**src/design/ise_pkg.sv**
```systemverilog
// ============================================================================
// ise_pkg
// Shared sizes and types for the insertion sort engine.
// ============================================================================
package ise_pkg;

    // Store depth and derived widths
    localparam int DEPTH  = 32;
    localparam int ADDR_W = $clog2(DEPTH);
    localparam int CNT_W  = $clog2(DEPTH + 1);
    localparam int DATA_W = 32;

    // Store write request
    typedef struct packed {
        logic              en;
        logic [ADDR_W-1:0] addr;
        logic [DATA_W-1:0] data;
    } ise_wr_t;

endpackage

```
**src/design/ise_store.sv**
```systemverilog
// ============================================================================
// ise_store
// Sorted element store: one write port, one read port, registered read data.
// ============================================================================
module ise_store (
    input  logic                           clk,
    input  ise_pkg::ise_wr_t               wr,
    input  logic [ise_pkg::ADDR_W-1:0]     rd_addr,
    output logic [ise_pkg::DATA_W-1:0]     rd_data
);

    logic [ise_pkg::DATA_W-1:0] mem [ise_pkg::DEPTH];

    // Write port
    always_ff @(posedge clk)
    begin
        if (wr.en)
        begin
            mem[wr.addr] <= wr.data;
        end
    end

    // Read port, registered read data
    always_ff @(posedge clk)
    begin
        rd_data <= mem[rd_addr];
    end

endmodule

```
**src/design/insertion_sort_engine_top.sv**
```systemverilog
// ============================================================================
// insertion_sort_engine_top
// Stable ascending insertion sort of signed 32-bit sets held in one store.
// ============================================================================
//
//  Channel  Direction  Signals                       Payload
//  -------  ---------  ----------------------------  -------------------------
//  s_*      in         s_tvalid s_tready s_tdata     tdata = value
//                      s_tlast                       tlast = final_item
//  m_*      out        m_tvalid m_tready m_tdata     tdata = sorted_value
//                      m_tlast m_tuser               tlast = final_result
//                                                    tuser = overflow
//
//  An element is placed by scanning the store from the top entry down,
//  shifting each entry greater than it up one place (each shift is one
//  read-modify-write of the store); S_IDLE handles it alone when the
//  store is empty or full. Each result passes S_ERD, S_EOUT and S_EWAIT.
//  Reset leaves the store empty; no clearing pass is needed.
//  s_tready is high only between elements; m_tready stalls hold the output.
// ============================================================================
module insertion_sort_engine_top (
    input  logic                          clk,
    input  logic                          rst_n,
    input  logic                          s_tvalid,
    output logic                          s_tready,
    input  logic [ise_pkg::DATA_W-1:0]    s_tdata,   // [31:0] value
    input  logic                          s_tlast,   // final_item
    output logic                          m_tvalid,
    input  logic                          m_tready,
    output logic [ise_pkg::DATA_W-1:0]    m_tdata,   // [31:0] sorted_value
    output logic                          m_tlast,   // final_result
    output logic                          m_tuser    // [0] overflow
);

    typedef enum logic [2:0] {
        S_IDLE,
        S_SCAN,
        S_PLACE,
        S_ERD,
        S_EOUT,
        S_EWAIT
    } state_t;

    state_t                         state_reg, state_next;
    logic [ise_pkg::CNT_W-1:0]      fill_reg, fill_next;
    logic                           drop_reg, drop_next;
    logic signed [ise_pkg::DATA_W-1:0] val_reg, val_next;
    logic                           last_reg, last_next;
    logic [ise_pkg::ADDR_W-1:0]     idx_reg, idx_next;
    logic [ise_pkg::ADDR_W-1:0]     k_reg, k_next;
    logic                           mvalid_reg, mvalid_next;
    logic [ise_pkg::DATA_W-1:0]     mdata_reg, mdata_next;
    logic                           mlast_reg, mlast_next;
    logic                           muser_reg, muser_next;

    ise_pkg::ise_wr_t               wr;
    logic [ise_pkg::ADDR_W-1:0]     rd_addr;
    logic [ise_pkg::DATA_W-1:0]     rd_data;
    logic                           greater;
    logic [ise_pkg::CNT_W-1:0]      fill_m1;

    ise_store u_store (
        .clk     (clk),
        .wr      (wr),
        .rd_addr (rd_addr),
        .rd_data (rd_data)
    );

    assign greater  = $signed(rd_data) > val_reg;
    assign fill_m1  = fill_reg - ise_pkg::CNT_W'(1);
    assign s_tready = (state_reg == S_IDLE);
    assign m_tvalid = mvalid_reg;
    assign m_tdata  = mdata_reg;
    assign m_tlast  = mlast_reg;
    assign m_tuser  = muser_reg;

    // Next-state and store access
    always_comb
    begin
        state_next  = state_reg;
        fill_next   = fill_reg;
        drop_next   = drop_reg;
        val_next    = val_reg;
        last_next   = last_reg;
        idx_next    = idx_reg;
        k_next      = k_reg;
        mvalid_next = mvalid_reg;
        mdata_next  = mdata_reg;
        mlast_next  = mlast_reg;
        muser_next  = muser_reg;
        wr          = '0;
        rd_addr     = idx_reg - ise_pkg::ADDR_W'(1);

        unique case (state_reg)
            S_IDLE:
            begin
                if (s_tvalid)
                begin
                    val_next  = s_tdata;
                    last_next = s_tlast;
                    k_next    = '0;
                    if (fill_reg == '0)
                    begin
                        // empty store: element goes straight to entry 0
                        wr.en      = 1'b1;
                        wr.addr    = '0;
                        wr.data    = s_tdata;
                        fill_next  = ise_pkg::CNT_W'(1);
                        state_next = s_tlast ? S_ERD : S_IDLE;
                    end
                    else if (fill_reg == ise_pkg::CNT_W'(ise_pkg::DEPTH))
                    begin
                        // full: drop, still emit on the final element
                        drop_next  = 1'b1;
                        state_next = s_tlast ? S_ERD : S_IDLE;
                    end
                    else
                    begin
                        rd_addr    = fill_m1[ise_pkg::ADDR_W-1:0];
                        idx_next   = fill_m1[ise_pkg::ADDR_W-1:0];
                        state_next = S_SCAN;
                    end
                end
            end

            S_SCAN:
            begin
                // rd_data holds entry idx; read of idx-1 is issued meanwhile
                wr.en   = 1'b1;
                wr.addr = idx_reg + ise_pkg::ADDR_W'(1);
                if (greater)
                begin
                    wr.data = rd_data;
                    if (idx_reg == '0)
                    begin
                        state_next = S_PLACE;
                    end
                    else
                    begin
                        idx_next = idx_reg - ise_pkg::ADDR_W'(1);
                    end
                end
                else
                begin
                    wr.data    = val_reg;
                    fill_next  = fill_reg + ise_pkg::CNT_W'(1);
                    state_next = last_reg ? S_ERD : S_IDLE;
                end
            end

            S_PLACE:
            begin
                // element is the new minimum
                wr.en      = 1'b1;
                wr.addr    = '0;
                wr.data    = val_reg;
                fill_next  = fill_reg + ise_pkg::CNT_W'(1);
                state_next = last_reg ? S_ERD : S_IDLE;
            end

            S_ERD:
            begin
                rd_addr    = k_reg;
                state_next = S_EOUT;
            end

            S_EOUT:
            begin
                mvalid_next = 1'b1;
                mdata_next  = rd_data;
                mlast_next  = (ise_pkg::CNT_W'(k_reg) == fill_m1);
                muser_next  = drop_reg;
                state_next  = S_EWAIT;
            end

            S_EWAIT:
            begin
                if (m_tready)
                begin
                    mvalid_next = 1'b0;
                    if (mlast_reg)
                    begin
                        fill_next  = '0;
                        drop_next  = 1'b0;
                        state_next = S_IDLE;
                    end
                    else
                    begin
                        k_next     = k_reg + ise_pkg::ADDR_W'(1);
                        state_next = S_ERD;
                    end
                end
            end

            default:
            begin
                state_next = S_IDLE;
            end
        endcase
    end

    // State and registered outputs
    always_ff @(posedge clk or negedge rst_n)
    begin
        if (!rst_n)
        begin
            state_reg  <= S_IDLE;
            fill_reg   <= '0;
            drop_reg   <= 1'b0;
            mvalid_reg <= 1'b0;
        end
        else
        begin
            state_reg  <= state_next;
            fill_reg   <= fill_next;
            drop_reg   <= drop_next;
            mvalid_reg <= mvalid_next;
        end
    end

    // Payload registers
    always_ff @(posedge clk)
    begin
        val_reg   <= val_next;
        last_reg  <= last_next;
        idx_reg   <= idx_next;
        k_reg     <= k_next;
        mdata_reg <= mdata_next;
        mlast_reg <= mlast_next;
        muser_reg <= muser_next;
    end

endmodule

```
**config.mk**
```make
export PLATFORM = sky130hd
export DESIGN_NAME = insertion_sort_engine_top
export DESIGN_NICKNAME = d
export VERILOG_FILES = /design/src/design/ise_pkg.sv /design/src/design/ise_store.sv /design/src/design/insertion_sort_engine_top.sv
export SDC_FILE = /design/constraint.sdc
export NUM_CORES = 1
export LEC_CHECK = 0
export CAP_MARGIN = 0
export CORE_ASPECT_RATIO = 1.25
export CORE_MARGIN = 2
export CORE_UTILIZATION = 35
export DETAILED_ROUTE_END_ITERATION = 12
export DONT_BUFFER_PORTS = 1
export HOLD_SLACK_MARGIN = 0.15
export PLACE_DENSITY = 0.55
export SKIP_CTS_REPAIR_TIMING = 1
export SLEW_MARGIN = 20
export SYNTH_ARGS = -nofsm -noshare
export SYNTH_HDL_FRONTEND = slang
export SYNTH_HIERARCHICAL = 1
export SYNTH_SLANG_ARGS = --single-unit
```
**constraint.sdc**
```tcl
create_clock -name clk -period 11.24 [get_ports clk]
set_clock_uncertainty 0.1 [all_clocks]
set_input_delay 1.686 -clock clk [delete_from_list [all_inputs] [get_ports clk]]
set_output_delay 1.686 -clock clk [all_outputs]
set_load 0.01 [all_outputs]
```
==> summary.txt <==
Status
  • Run status: complete, no violations

Setup path
  • Crit-path cells: nor3_2 > buf_4 > and2_2 > nand2_1 > o221ai_4 > buf_12 > buf_4 > mux2i_1 > a22o_1 > nor3_1 > a31oi_1 > nand3_1
  • Required time worst endpoint: approximately 12 ns
  • Reg2reg setup slack: 5.37 ns
  • CP Capture Point: u_store/rd_data[3]$_DFF_P_
  • Worst path bufs/invs: 3
  • Critical path origin: state_reg[2]$_DFFE_PN0P_
  • CP top delay family: simple AND/OR/NAND/NOR gates
  • Slowest stage delay, CP: 0.90 ns
  • Reg2reg path depth: 12
  • Crit path top cell by count: buf_4
  • Critical Path Fanout Max: 132
  • Crit path depth: 12
  • Kind of end point of the critical path: flop
  • Critical R2R Launch: state_reg[2]$_DFFE_PN0P_
  • Critical R2R Capture: u_store/rd_data[3]$_DFF_P_
  • Worst EP arrival: 6.40 ns
  • Worst path slowest cell: and2_2
  • Critical path class: flop to flop
  • Critical path launch point type: flop

Layout
  • Most common cell after layout, fill and taps aside: edfxtp_1
  • # nets final: 2838
  • Largest register by flop count: u_store/mem
  • Fin util: 40.0%
  • Most frequent cells in the layout: edfxtp_1 (1101), mux2i_1 (516), nand2_1 (127), a21oi_1 (123), nand3_1 (109)
  • Register Area: approximately 0.034 mm^2
  • Ant diodes: 0
  • Synth-to-Final Area Change: 13.9%
  • Fillers: 11600
  • Number of flip-flops in the largest register: 1024
  • Share of cells above drive strength 1: 10.9%
  • Area occupied by multi-input gates: roughly 0.011 mm^2

Routing
  • DR WL met3: approximately 6400 um
  • M1 WL: 51500 um
  • WL final: 122000 um
  • Met2 wire len: 61000 um
  • Drt wl/cell: 26.6 um
  • Routed via count: 24600
  • Top Metal Used: met4
  • DRT Pass-1 Iters: 5
  • Starting DRT DRC Count: 2247
  • Vias/cell: about 5.4
  • DRT antenna net count: 0
  • Drc violations: 0

Die
  • Core area: approximately 0.13 mm^2
  • Die W: approximately 330 um
  • Top-Level Pins: 73
  • Starting Density: 35.1%
  • # rows: 148
  • Full die area: about 0.13 mm^2
  • Die Ht: 407 um

Synthesis
  • Post-Syn Nets: about 2800
  • Mapped Avg Cell Area: 16.8 um^2
  • Post-synthesis sequential area ratio: between 70% and 80%
  • Most used DFF post-synth: edfxtp_1
  • Synth unique cells: 66
  • Post-synth EDFFs: 1101
  • Synth area leaders: edfxtp_1 (73%), mux2i_1 (11%), a22oi_1 (1.6%)
  • Top cell type's share of synthesized area: 72.5%
  • Yosys warns: 6
  • Cell taking the most area after synthesis: edfxtp_1
  • Post-synth ARST share: 0.962%
  • Synth Cell Area: 0.0456 mm^2
  • Synthesized flop and latch total: 1144
  • Cells after Synth: between 2000 and 3000

Timing
  • RSZ-0062 raised after global routing: no
  • Final min period: 5.87 ns
  • Least-Margin Pin Slew: 1.37 ns
  • Relative slew slack: 8.87%
  • Setup_tns: 0 ns
  • Final Hold Viols: 0
  • # setup viols final: 0
  • Tcrit/Tclk final: between 50% and 60%
  • Maximum clock rate: 0.170 GHz
  • Pins over their slew limit: 0

CTS
  • CTS Buf Count: 105
  • Clock Tree Root: clkbuf_16
  • Clock tree buffer depth: 3
  • Clock sink count: 1144
  • Worst-Skew Late Latency: 0.72 ns
  • H-tree Lvls: 3
  • Clock transition at path regs: 0.07 ns
  • CTS tree: built

GRT
  • GRT overflow: 0
  • Vias in the first global route: 24600
  • Total GRT Usage: 18.0%
  • Largest net degree at the start of global routing: 147
  • First-pass GRT wire length: roughly 180000 um
  • Initial antenna violation count: 2

Placed design
  • DP HPWL: 71500 um
  • Number of port buffers: 0
  • Routability cong.: 0.806

Min path
  • Worst Hold Class: flop to flop

Flow run
  • Max-cap check violation count: 0
==> cells in the mapped netlist (8+ instances only) <==
cell      number
nand3_1      109
nor2_1        62
ha_1          38
inv_1         45
xor2_1         9
buf_4         33
and2_1        33
mux2i_1      516
nand4_1        8
o21ai_0       12
a221o_1       33
buf_6         19
a22oi_1       97
clkbuf_1      53
a31oi_1       36
edfxtp_1    1101
nand2_1      128
dfrtp_1       11
buf_2         32
dfxtp_1       32
nor3_1        37
a21oi_1      123
a22o_1        64
==> layout make-up <==
class	count	share of cell area [%]
clock buffers	151	5.72
clock inverters	49	1.29
inverters	46	0.333
multi-input cells	1381	21.0
flip-flops and latches	1144	65.4
well taps	1725	4.16
repair buffers	85	2.11
==> metrics by stage <==
step,worst slack (ns),std cells,area (um^2),hold WS [ns]
floorplan,5.05,2715,45600,0.331
global placement,4.70,4357,47700,0.360
detailed placement,4.53,4380,48300,0.366
CTS,5.23,4580,51900,0.380
global route,5.06,4581,51900,0.394
finish,5.37,4581,51900,0.386
==> worst register-to-register path, cell delays in order, from the launching register on <==
cell and delay [ns]:
dfrtp_1 0.57, nor3_2 0.18, buf_4 0.22, and2_2 0.90, nand2_1 0.39, o221ai_4 0.63
buf_12 0.67, buf_4 1.04, mux2i_1 0.22, a22o_1 0.25, nor3_1 0.35, a31oi_1 0.14
nand3_1 0.12
==> metal layers <==
metal  vias to the layer above  track usage [%]
li1                      10800                -
met1                     12900             23.8
met2                       778             30.9
met3                       156             2.29
met4                         0             5.26
met5                         -                0
==> worst min-delay path by stage <==
stage / startpoint / endpoint / slack, ns / cells past startpoint
final: u_store/rd_data[7]$_DFF_P_ / m_tdata[7]$_DFFE_PP_ / 0.39 / 0
after detailed placement: drop_reg$_DFFE_PN0P_ / m_tuser$_DFFE_PP_ / 0.37 / 0
after global routing: drop_reg$_DFFE_PN0P_ / m_tuser$_DFFE_PP_ / 0.39 / 0
after floorplan: u_store/rd_data[0]$_DFF_P_ / m_tdata[0]$_DFFE_PP_ / 0.33 / 0
after CTS: drop_reg$_DFFE_PN0P_ / m_tuser$_DFFE_PP_ / 0.38 / 0
after global placement: drop_reg$_DFFE_PN0P_ / m_tuser$_DFFE_PP_ / 0.36 / 0
==> kinds of logic after synthesis <==
kind of cell	share of synthesized area (%)
buffers and inverters	2.25
XOR/XNOR	0.269
AO/OA/AOI/OAI	6.19
adder cells (fa/ha/maj)	1.04
multiplexers	11.3
AND/OR/NAND/NOR	4.36
flip-flops	74.6
Power is left out: the tool's default activity adds up to more than one toggle a clock period on the data nets, which glitch-free logic cannot reach.
